## config.mk

```make
export PLATFORM = sky130hd
export DESIGN_NAME = address_range_registration_table
export DESIGN_NICKNAME = d
export VERILOG_FILES = /design/src/rtl/core/arrt_pkg.sv /design/src/rtl/core/arrt_match.sv /design/src/rtl/core/address_range_registration_table.sv
export SDC_FILE = /design/constraint.sdc
export NUM_CORES = 2
export LEC_CHECK = 0
export ABC_AREA = 1
export BUFFER_PORTS_ARGS = -buffer_cell sky130_fd_sc_hd__buf_2
export CAP_MARGIN = 20
export CORE_MARGIN = 8
export CORE_UTILIZATION = 61
export CTS_CLUSTER_SIZE = 8
export DETAILED_ROUTE_END_ITERATION = 10
export PLACE_DENSITY = 0.78
export SYNTH_ARGS = -nofsm -noshare
export SYNTH_HDL_FRONTEND = slang
export SYNTH_SLANG_ARGS = --single-unit
```

## constraint.sdc

```tcl
create_clock -name i_clk -period 32.8 [get_ports i_clk]
set_clock_uncertainty 0.15 [all_clocks]
set_input_delay 6.56 -clock i_clk [delete_from_list [all_inputs] [get_ports i_clk]]
set_output_delay 6.56 -clock i_clk [all_outputs]
set_load 0.02 [all_outputs]
```

## src/rtl/core/arrt_pkg.sv

```systemverilog
// Package for the address range registration table.
// Holds sizes, action and status codes, and the item and entry types.
// No dependencies; imported by arrt_match and address_range_registration_table.
package arrt_pkg;

    localparam int MAX_RANGES = 16;
    localparam int ADDR_W     = 64;
    localparam int ENTRY_W    = ADDR_W - 1;
    localparam int CNT_W      = $clog2(MAX_RANGES + 1);
    localparam int IDX_W      = (MAX_RANGES > 1) ? $clog2(MAX_RANGES) : 1;

    localparam logic ACT_REGISTER = 1'b0;
    localparam logic ACT_QUERY    = 1'b1;

    typedef enum logic [2:0] {
        ST_OK          = 3'd0,
        ST_TOO_LARGE   = 3'd1,
        ST_OVERLAP     = 3'd2,
        ST_FULL        = 3'd3,
        ST_ZERO_OR_OUT = 3'd4
    } t_status;

    // Latched transaction: start address and exact (non-wrapping) end address.
    typedef struct packed {
        logic              op;
        logic [ADDR_W-1:0] addr;
        logic [ADDR_W:0]   stop;
    } t_item;

    // One stored half-open range [start, stop).
    typedef struct packed {
        logic [ENTRY_W-1:0] start;
        logic [ENTRY_W-1:0] stop;
    } t_entry;

endpackage

```

## src/rtl/core/arrt_match.sv

```systemverilog
// Shared compare unit of the address range registration table.
// Tests one stored range against the current transaction: overlap or containment.
// Depends on arrt_pkg.
module arrt_match
    import arrt_pkg::*;
(
    input  t_item  i_item,
    input  t_entry i_entry,
    output logic   o_hit
);

    logic [ADDR_W:0] w_addr;
    logic [ADDR_W:0] w_start;
    logic [ADDR_W:0] w_end;
    logic            w_addr_below_end;

    assign w_addr  = {1'b0, i_item.addr};
    assign w_start = {2'b00, i_entry.start};
    assign w_end   = {2'b00, i_entry.stop};

    assign w_addr_below_end = w_addr < w_end;

    always_comb begin
        unique case (i_item.op)
            ACT_REGISTER: o_hit = w_addr_below_end && (w_start < i_item.stop);
            ACT_QUERY:    o_hit = (w_start <= w_addr) && w_addr_below_end
                                  && (i_item.stop <= w_end);
            default:      o_hit = 1'b0;
        endcase
    end

endmodule

```

## src/rtl/core/address_range_registration_table.sv

```systemverilog
// Top level of the address range registration table.
// Holds the range memory and the scan sequencer; instantiates arrt_match.
// Depends on arrt_pkg and arrt_match.
//
// Usage:
//   A transaction is taken at a rising edge where start is high and busy is
//   low; i_action, i_address and i_length are sampled at that edge. Action 0
//   registers [address, address+length), action 1 asks whether that range lies
//   wholly inside one stored range. Exactly one result follows: o_success and
//   o_status are valid for the single cycle in which o_done is high.
//   A register transaction that fails the size or zero-length check skips
//   the scan and raises o_done from the done state. Every other transaction
//   scans the stored ranges one per cycle through a single compare unit fed
//   by a registered memory read, then passes through the done state and
//   raises o_done. busy stays high until the cycle in which o_done rises; a
//   new transaction may be accepted in that same cycle, so one transaction
//   occupies the block from its acceptance until its o_done.
//   Reset (synchronous, active low) empties the table by clearing the entry
//   count; stored ranges themselves are not cleared. The receiver cannot stall:
//   a result not taken in its o_done cycle is lost to it.
module address_range_registration_table
    import arrt_pkg::*;
(
    input  logic              i_clk,
    input  logic              i_rst_n,
    input  logic              start,
    output logic              busy,
    input  logic              i_action,
    input  logic [ADDR_W-1:0] i_address,
    input  logic [ADDR_W-1:0] i_length,
    output logic              o_done,
    output logic              o_success,
    output logic [2:0]        o_status
);

    typedef enum logic [1:0] {
        S_IDLE,
        S_SCAN,
        S_DONE
    } t_state;

    t_state      r_state, n_state;
    t_item       r_item, n_item;
    t_status     r_pre, n_pre;
    t_status     r_status, n_status;
    logic        r_success, n_success;
    logic        r_done, n_done;
    logic        r_hit, n_hit;
    logic        r_rd_vld, n_rd_vld;
    logic [CNT_W-1:0] r_idx, n_idx;
    logic [CNT_W-1:0] r_count, n_count;

    // Range memory: one write port, one registered read port.
    t_entry      mem_range [MAX_RANGES];
    t_entry      r_rd_entry;
    logic        w_wr_en;
    t_entry      w_wr_entry;

    logic [ADDR_W:0] w_sum;
    logic        w_too_large;
    logic        w_zero;
    logic        w_accept;
    logic        w_full;
    logic        w_hit;

    assign busy      = (r_state != S_IDLE);
    assign o_done    = r_done;
    assign o_success = r_success;
    assign o_status  = r_status;

    assign w_accept    = start && !busy;
    assign w_sum       = {1'b0, i_address} + {1'b0, i_length};
    assign w_too_large = i_address[ADDR_W-1] || (|w_sum[ADDR_W:ADDR_W-1]);
    assign w_zero      = (i_length == '0);
    assign w_full      = (r_count == CNT_W'(MAX_RANGES));

    arrt_match u_match (
        .i_item  (r_item),
        .i_entry (r_rd_entry),
        .o_hit   (w_hit)
    );

    assign w_wr_entry.start = r_item.addr[ENTRY_W-1:0];
    assign w_wr_entry.stop  = r_item.stop[ENTRY_W-1:0];
    assign w_wr_en = (r_state == S_DONE) && (r_item.op == ACT_REGISTER)
                     && (r_pre == ST_OK) && !r_hit && !w_full;

    always_ff @(posedge i_clk) begin
        if (w_wr_en) begin
            mem_range[r_count[IDX_W-1:0]] <= w_wr_entry;
        end
        r_rd_entry <= mem_range[r_idx[IDX_W-1:0]];
    end

    always_comb begin
        n_state   = r_state;
        n_item    = r_item;
        n_pre     = r_pre;
        n_status  = r_status;
        n_success = r_success;
        n_done    = 1'b0;
        n_hit     = r_hit;
        n_rd_vld  = 1'b0;
        n_idx     = r_idx;
        n_count   = r_count;

        unique case (r_state)
            S_IDLE: begin
                if (w_accept) begin
                    n_item.op   = i_action;
                    n_item.addr = i_address;
                    n_item.stop = w_sum;
                    n_idx       = '0;
                    n_hit       = 1'b0;
                    // For a register, size, then zero length, decide before any scan.
                    if (i_action == ACT_REGISTER && w_too_large) begin
                        n_pre   = ST_TOO_LARGE;
                        n_state = S_DONE;
                    end else if (i_action == ACT_REGISTER && w_zero) begin
                        n_pre   = ST_ZERO_OR_OUT;
                        n_state = S_DONE;
                    end else begin
                        n_pre   = ST_OK;
                        n_state = S_SCAN;
                    end
                end
            end
            S_SCAN: begin
                // Issue one read a cycle; compare the entry read a cycle ago.
                if (r_rd_vld && w_hit) begin
                    n_hit = 1'b1;
                end
                if (r_idx < r_count) begin
                    n_rd_vld = 1'b1;
                    n_idx    = r_idx + CNT_W'(1);
                end else if (!r_rd_vld) begin
                    n_state = S_DONE;
                end
            end
            S_DONE: begin
                n_done  = 1'b1;
                n_state = S_IDLE;
                if (r_item.op == ACT_QUERY) begin
                    n_status = r_hit ? ST_OK : ST_ZERO_OR_OUT;
                end else if (r_pre != ST_OK) begin
                    n_status = r_pre;
                end else if (r_hit) begin
                    n_status = ST_OVERLAP;
                end else if (w_full) begin
                    n_status = ST_FULL;
                end else begin
                    n_status = ST_OK;
                    n_count  = r_count + CNT_W'(1);
                end
                n_success = (n_status == ST_OK);
            end
            default: begin
                n_state = S_IDLE;
            end
        endcase
    end

    always_ff @(posedge i_clk) begin
        if (!i_rst_n) begin
            r_state   <= S_IDLE;
            r_done    <= 1'b0;
            r_rd_vld  <= 1'b0;
            r_count   <= '0;
            r_idx     <= '0;
            r_hit     <= 1'b0;
            r_pre     <= ST_OK;
            r_status  <= ST_OK;
            r_success <= 1'b0;
        end else begin
            r_state   <= n_state;
            r_done    <= n_done;
            r_rd_vld  <= n_rd_vld;
            r_count   <= n_count;
            r_idx     <= n_idx;
            r_hit     <= n_hit;
            r_pre     <= n_pre;
            r_status  <= n_status;
            r_success <= n_success;
        end
        r_item <= n_item;
    end

    // Table never grows past its capacity.
    a_count_bound: assert property (@(posedge i_clk) disable iff (!i_rst_n)
        r_count <= CNT_W'(MAX_RANGES))
        else $error("range count above capacity");

    // An accepted transaction makes the block busy on the next cycle.
    a_accept_busy: assert property (@(posedge i_clk) disable iff (!i_rst_n)
        w_accept |=> busy)
        else $error("accepted transaction did not raise busy");

    // A result is shown only once the sequencer has returned to idle.
    a_done_idle: assert property (@(posedge i_clk) disable iff (!i_rst_n)
        o_done |-> !busy)
        else $error("result strobe while busy");

    // The table grows only with a successful registration result.
    a_count_grow: assert property (@(posedge i_clk) disable iff (!i_rst_n)
        ($past(i_rst_n) && r_count != $past(r_count)) |->
            (o_done && o_success && r_item.op == ACT_REGISTER))
        else $error("range count changed without a registration");

    // Success agrees with the status code on every result.
    a_success_ok: assert property (@(posedge i_clk) disable iff (!i_rst_n)
        o_done |-> (o_success == (r_status == ST_OK)))
        else $error("success flag disagrees with status");

endmodule
```

==> reports/summary.md <==
Final routed wirelength across all metal layers: 267 mm. The worst register-to-register path begins at r_idx[0]. In this run the horizontal extent of the chip is 413 um. The vertical extent of the die is 413 um, and the power per standard cell area is 66.7 nW/um^2.

The region available for standard cell placement spans 156000 um^2. The tree built by TritonCTS fans out to 2293 sinks. The share of the synthesized area in the top cell type was 67.0%. For the layout net count, the log shows 8120. The run gives 4 as the number of buffers on the longest clock path. Combinational cells account for 8.9% of the total power. For the sequential-to-total area share from yosys stat, the log shows 70.0%. The average instance in the mapped netlist occupies 12.9 um^2. In this run, the clock network consumes 43.5% of the power.

The fraction of final layout cells with drive strength greater than 1 works out to 8.59%. Of the total synthesized cell area, the portion taken by AND, OR, NAND and NOR gates is 10.2%. The register bit total from synthesis is 2293, and the number of port buffers is 137. Master cell of the clock root buffer: clkbuf_16.

Pin slew with the least headroom to its limit: 1.15 ns. The tools report the critical path arrival as 8.97 ns. In the synthesized netlist the async set-or-reset flop fraction comes to 0%. The tools report the timing startpoint of the critical path as i_address[0]. The floorplan step defined a die boundary enclosing 171000 um^2. Summed over all instances, the cell type with the most area after synthesis is edfxtp_1.

By area, the combinational part of the netlist is dominated by simple AND/OR/NAND/NOR gates. Worst hold-check path type: reg -> reg. In the synthesized netlist the dominant register cell turns out to be edfxtp_1. The total overflow left after global routing is 0. The launching element type of the critical path is an input pin. The layout has 10200 filler cells.

For this design the static power due to leakage is 37.8 nW. In this design, the stage delay of the slowest critical-path cell is 0.41 ns. Number of nets with antenna violations after detailed routing: 0. TritonCTS built the clock tree.

Sorting the synthesized cells by area gives the leading types as edfxtp_1 (67%), nor2_1 (5.1%), ha_1 (4.2%), dfxtp_1 (3.1%), o21ai_0 (3.0%). After clock tree synthesis, the repair step resized 0 gates. The number of hold-slack violations in the final timing report came out at 0. The critical path goes through buf_2, ha_1, inv_1, fa_1, inv_1, nand3_1, nand2_1, a21oi_2, o21bai_1, a21boi_1, o21ai_1, a21oi_1, xnor2_1. The worst path in the final design needs a cycle of 8.52 ns, including I/O delays and setup. The first detailed-routing pass took 7 iterations.

The share of the synthesized area in compound gates (AO/OA/AOI/OAI) was 9.62%. The tools report the hold path startpoint as o_success. The summed negative setup slack over all endpoints is 0 ns, and the number of standard cells in the final layout excluding fillers is 9954. The tools report the worst slew slack as a fraction of its limit as 22.9%.

Dividing the final minimum period by the clock period gives 26.0%. In this design, the largest share of critical-path delay is due to compound AO/OA/AOI/OAI gates. Overall power consumption after layout is estimated at 0.00723 W. Setup violations remaining at the end of the flow were counted as 0. Synthesis handed over a netlist of 7479 instances. The H-tree generated during clock tree synthesis spans 5 levels. The critical path contains buffers and inverters numbering 3 combined. Number of antenna violations at the first check in global routing: 9. Summing the areas of all fa, ha and maj instances in the mapped netlist gives 4.22% of the synthesized area. After Yosys synthesis, XOR and XNOR cells account for 0.537% of the synthesized area.

The peak supply drop is 0.0580 mV, and the routed length per placed instance is 26.9 um. The clock transition time at the flip-flop clock pins of the worst setup and hold paths was 0.05 ns. The run finished with clean final reports. Of all nets on the critical path, the largest fanout is 3. Summing every instance area after synthesis gives 96200 um^2. The kind of critical path was in -> reg. The tools report the cts-stage hold buffer count as 0. The boundary pin count is 138. The number of enable-type register cells in the synthesized netlist is 2146. The internal power of the cells is 0.00548 W. The number of nets handed over by synthesis was 7935.

Row generation in the floorplan step produced 145 rows. For this design the total switching power over the nets is 0.00175 W. Timing would allow up to 117 MHz. In the synthesized netlist, mux cells make up 2.16% of the area.

Sequential cells burn 47.6% of the power. The setup fix buffers added after clock tree synthesis was 0. Cells fill 69.3% of the core in the end. The tools report the routed via count as 64300. Yosys mapped the design onto 58 distinct sky130hd cell types.

The number of placed instances, taps included, is 9382. The first global-routing pass estimated 392 mm of wire. The library cell used most frequently in the layout, excluding fill and tap cells, is edfxtp_1.

The first routing iteration left 8573 violations. The via density per instance was 6.46. The library cell appearing most often on the critical path is inv_1.

Across the run, the number of max-cap violations was 0. Leaving out fill and tap cells, the most frequent cells in the layout are edfxtp_1 (2146), nor2_1 (1281), nand2_1 (706). The number of warning messages in the yosys log is 0, and the total CTS buffers is 337. The number of global-route vias before repair was 63800.

From synthesis to final layout, the design area changed by 12.7%. Setup repair after global routing left no endpoint under its margin. Weighted congestion at the end of routability-driven global placement: 0.942. Of the total power, the share spent switching nets is 24.2%.

The max-slew violation count was 0; the detailed-route DRC error count was 0. The worst setup path is captured at a flip-flop. At the worst endpoint, the required time is 33.25 ns. The tools report the clock latency on the worst-skew pair as 0.92 ns.

Global routing consumed, over all layers together, 30.7% of the routing resources. The wire-length estimate of the detail-placed layout is 149 mm. Entering global routing, the biggest net connects 243 pins.

The initial utilization of the core area, before any placement, comes to 61.5%. On the critical path, the stage with the largest delay is an instance of fa_1.
==> synthesized netlist by cell type (all sizes together) (147+ instances only) <==
cell type / n
edfxtp: 2146
inv: 380
o32ai: 296
a21oi: 215
clkbuf: 239
nor2: 1312
ha: 323
nand3: 287
nand2: 732
mux2i: 208
o221ai: 208
o21ai: 585
dfxtp: 147
==> state kept, by name, indices dropped and copies added, names as in the netlist <==
register    cells
r_rd_entry    126
r_hit           1
r_count         5
r_state         2
o_done          1
mem_range    2016
r_pre           2
r_idx           5
o_status        3
r_rd_vld        1
r_item        130
o_success       1
==> through the flow <==
step,setup slack [ns],cell area (um^2),hold slack (ns)
after global routing,24.17,108000,0.380
after floorplan,19.53,96200,0.306
final,24.28,108000,0.349
after detailed placement,23.41,98800,0.334
after global placement,23.36,98800,0.311
after CTS,24.36,108000,0.344
==> metal layers <==
layer  part of all wire, %  GRT usage [%]  vias to the layer above
met4                   5.2           15.2                        4
met1                    37           40.5                    31300
met3                    12           6.18                      772
li1                      -              -                    28000
met5                 0.012              0                        -
met2                    47           48.9                     4216
==> path summary, 6_finish.rpt <==
check / end / slack [ns] / depth (start not counted)
worst max register to register: r_rd_entry[73] / 27.35 / 8
worst min-delay path: o_success / 0.35 / 2
worst min register to register: o_success / 0.35 / 2
worst max-delay path: r_item[34] / 24.28 / 13
==> worst min-delay path: stages, from the launching register on <==
cell and delay (ns):
dfxtp_1 0.31, nand2_1 0.07, a21oi_1 0.06
==> power groups by stage <==
| stage | Combinational [W] | Clock [W] | Sequential, W |
|---|---|---|---|
| 2_1_floorplan | 0.000450 | 0 | 0.00342 |
| 3_3_place_gp | 0.000597 | 0 | 0.00348 |
| 3_5_place_dp | 0.000621 | 0 | 0.00349 |
| 4_1_cts | 0.000632 | 0.00316 | 0.00344 |
| 5_1_grt | 0.000707 | 0.00329 | 0.00344 |
| 6_report | 0.000644 | 0.00315 | 0.00344 |
==> logic make-up after synthesis <==
family,after synthesis
simple gates,2425
flops,2293
compound gates,1408
buf+inv,762
fa+ha+maj,324
mux,208
xor+xnor,59
==> cell type report <==
| type | instances | area, um^2 | share of cell area [%] |
|---|---|---|---|
| clock inverters | 6 | 118 | 0.108 |
| multi-input cells | 4424 | 25900 | 23.9 |
| inverters | 381 | 1460 | 1.35 |
| well taps | 2058 | 2570 | 2.37 |
| repair buffers | 227 | 1480 | 1.37 |
| diodes | 5 | 12.5 | 0.0115 |
| flip-flops and latches | 2293 | 67400 | 62.2 |
| clock buffers | 560 | 9470 | 8.74 |
No activity file was read; power rests on OpenSTA's default activity.
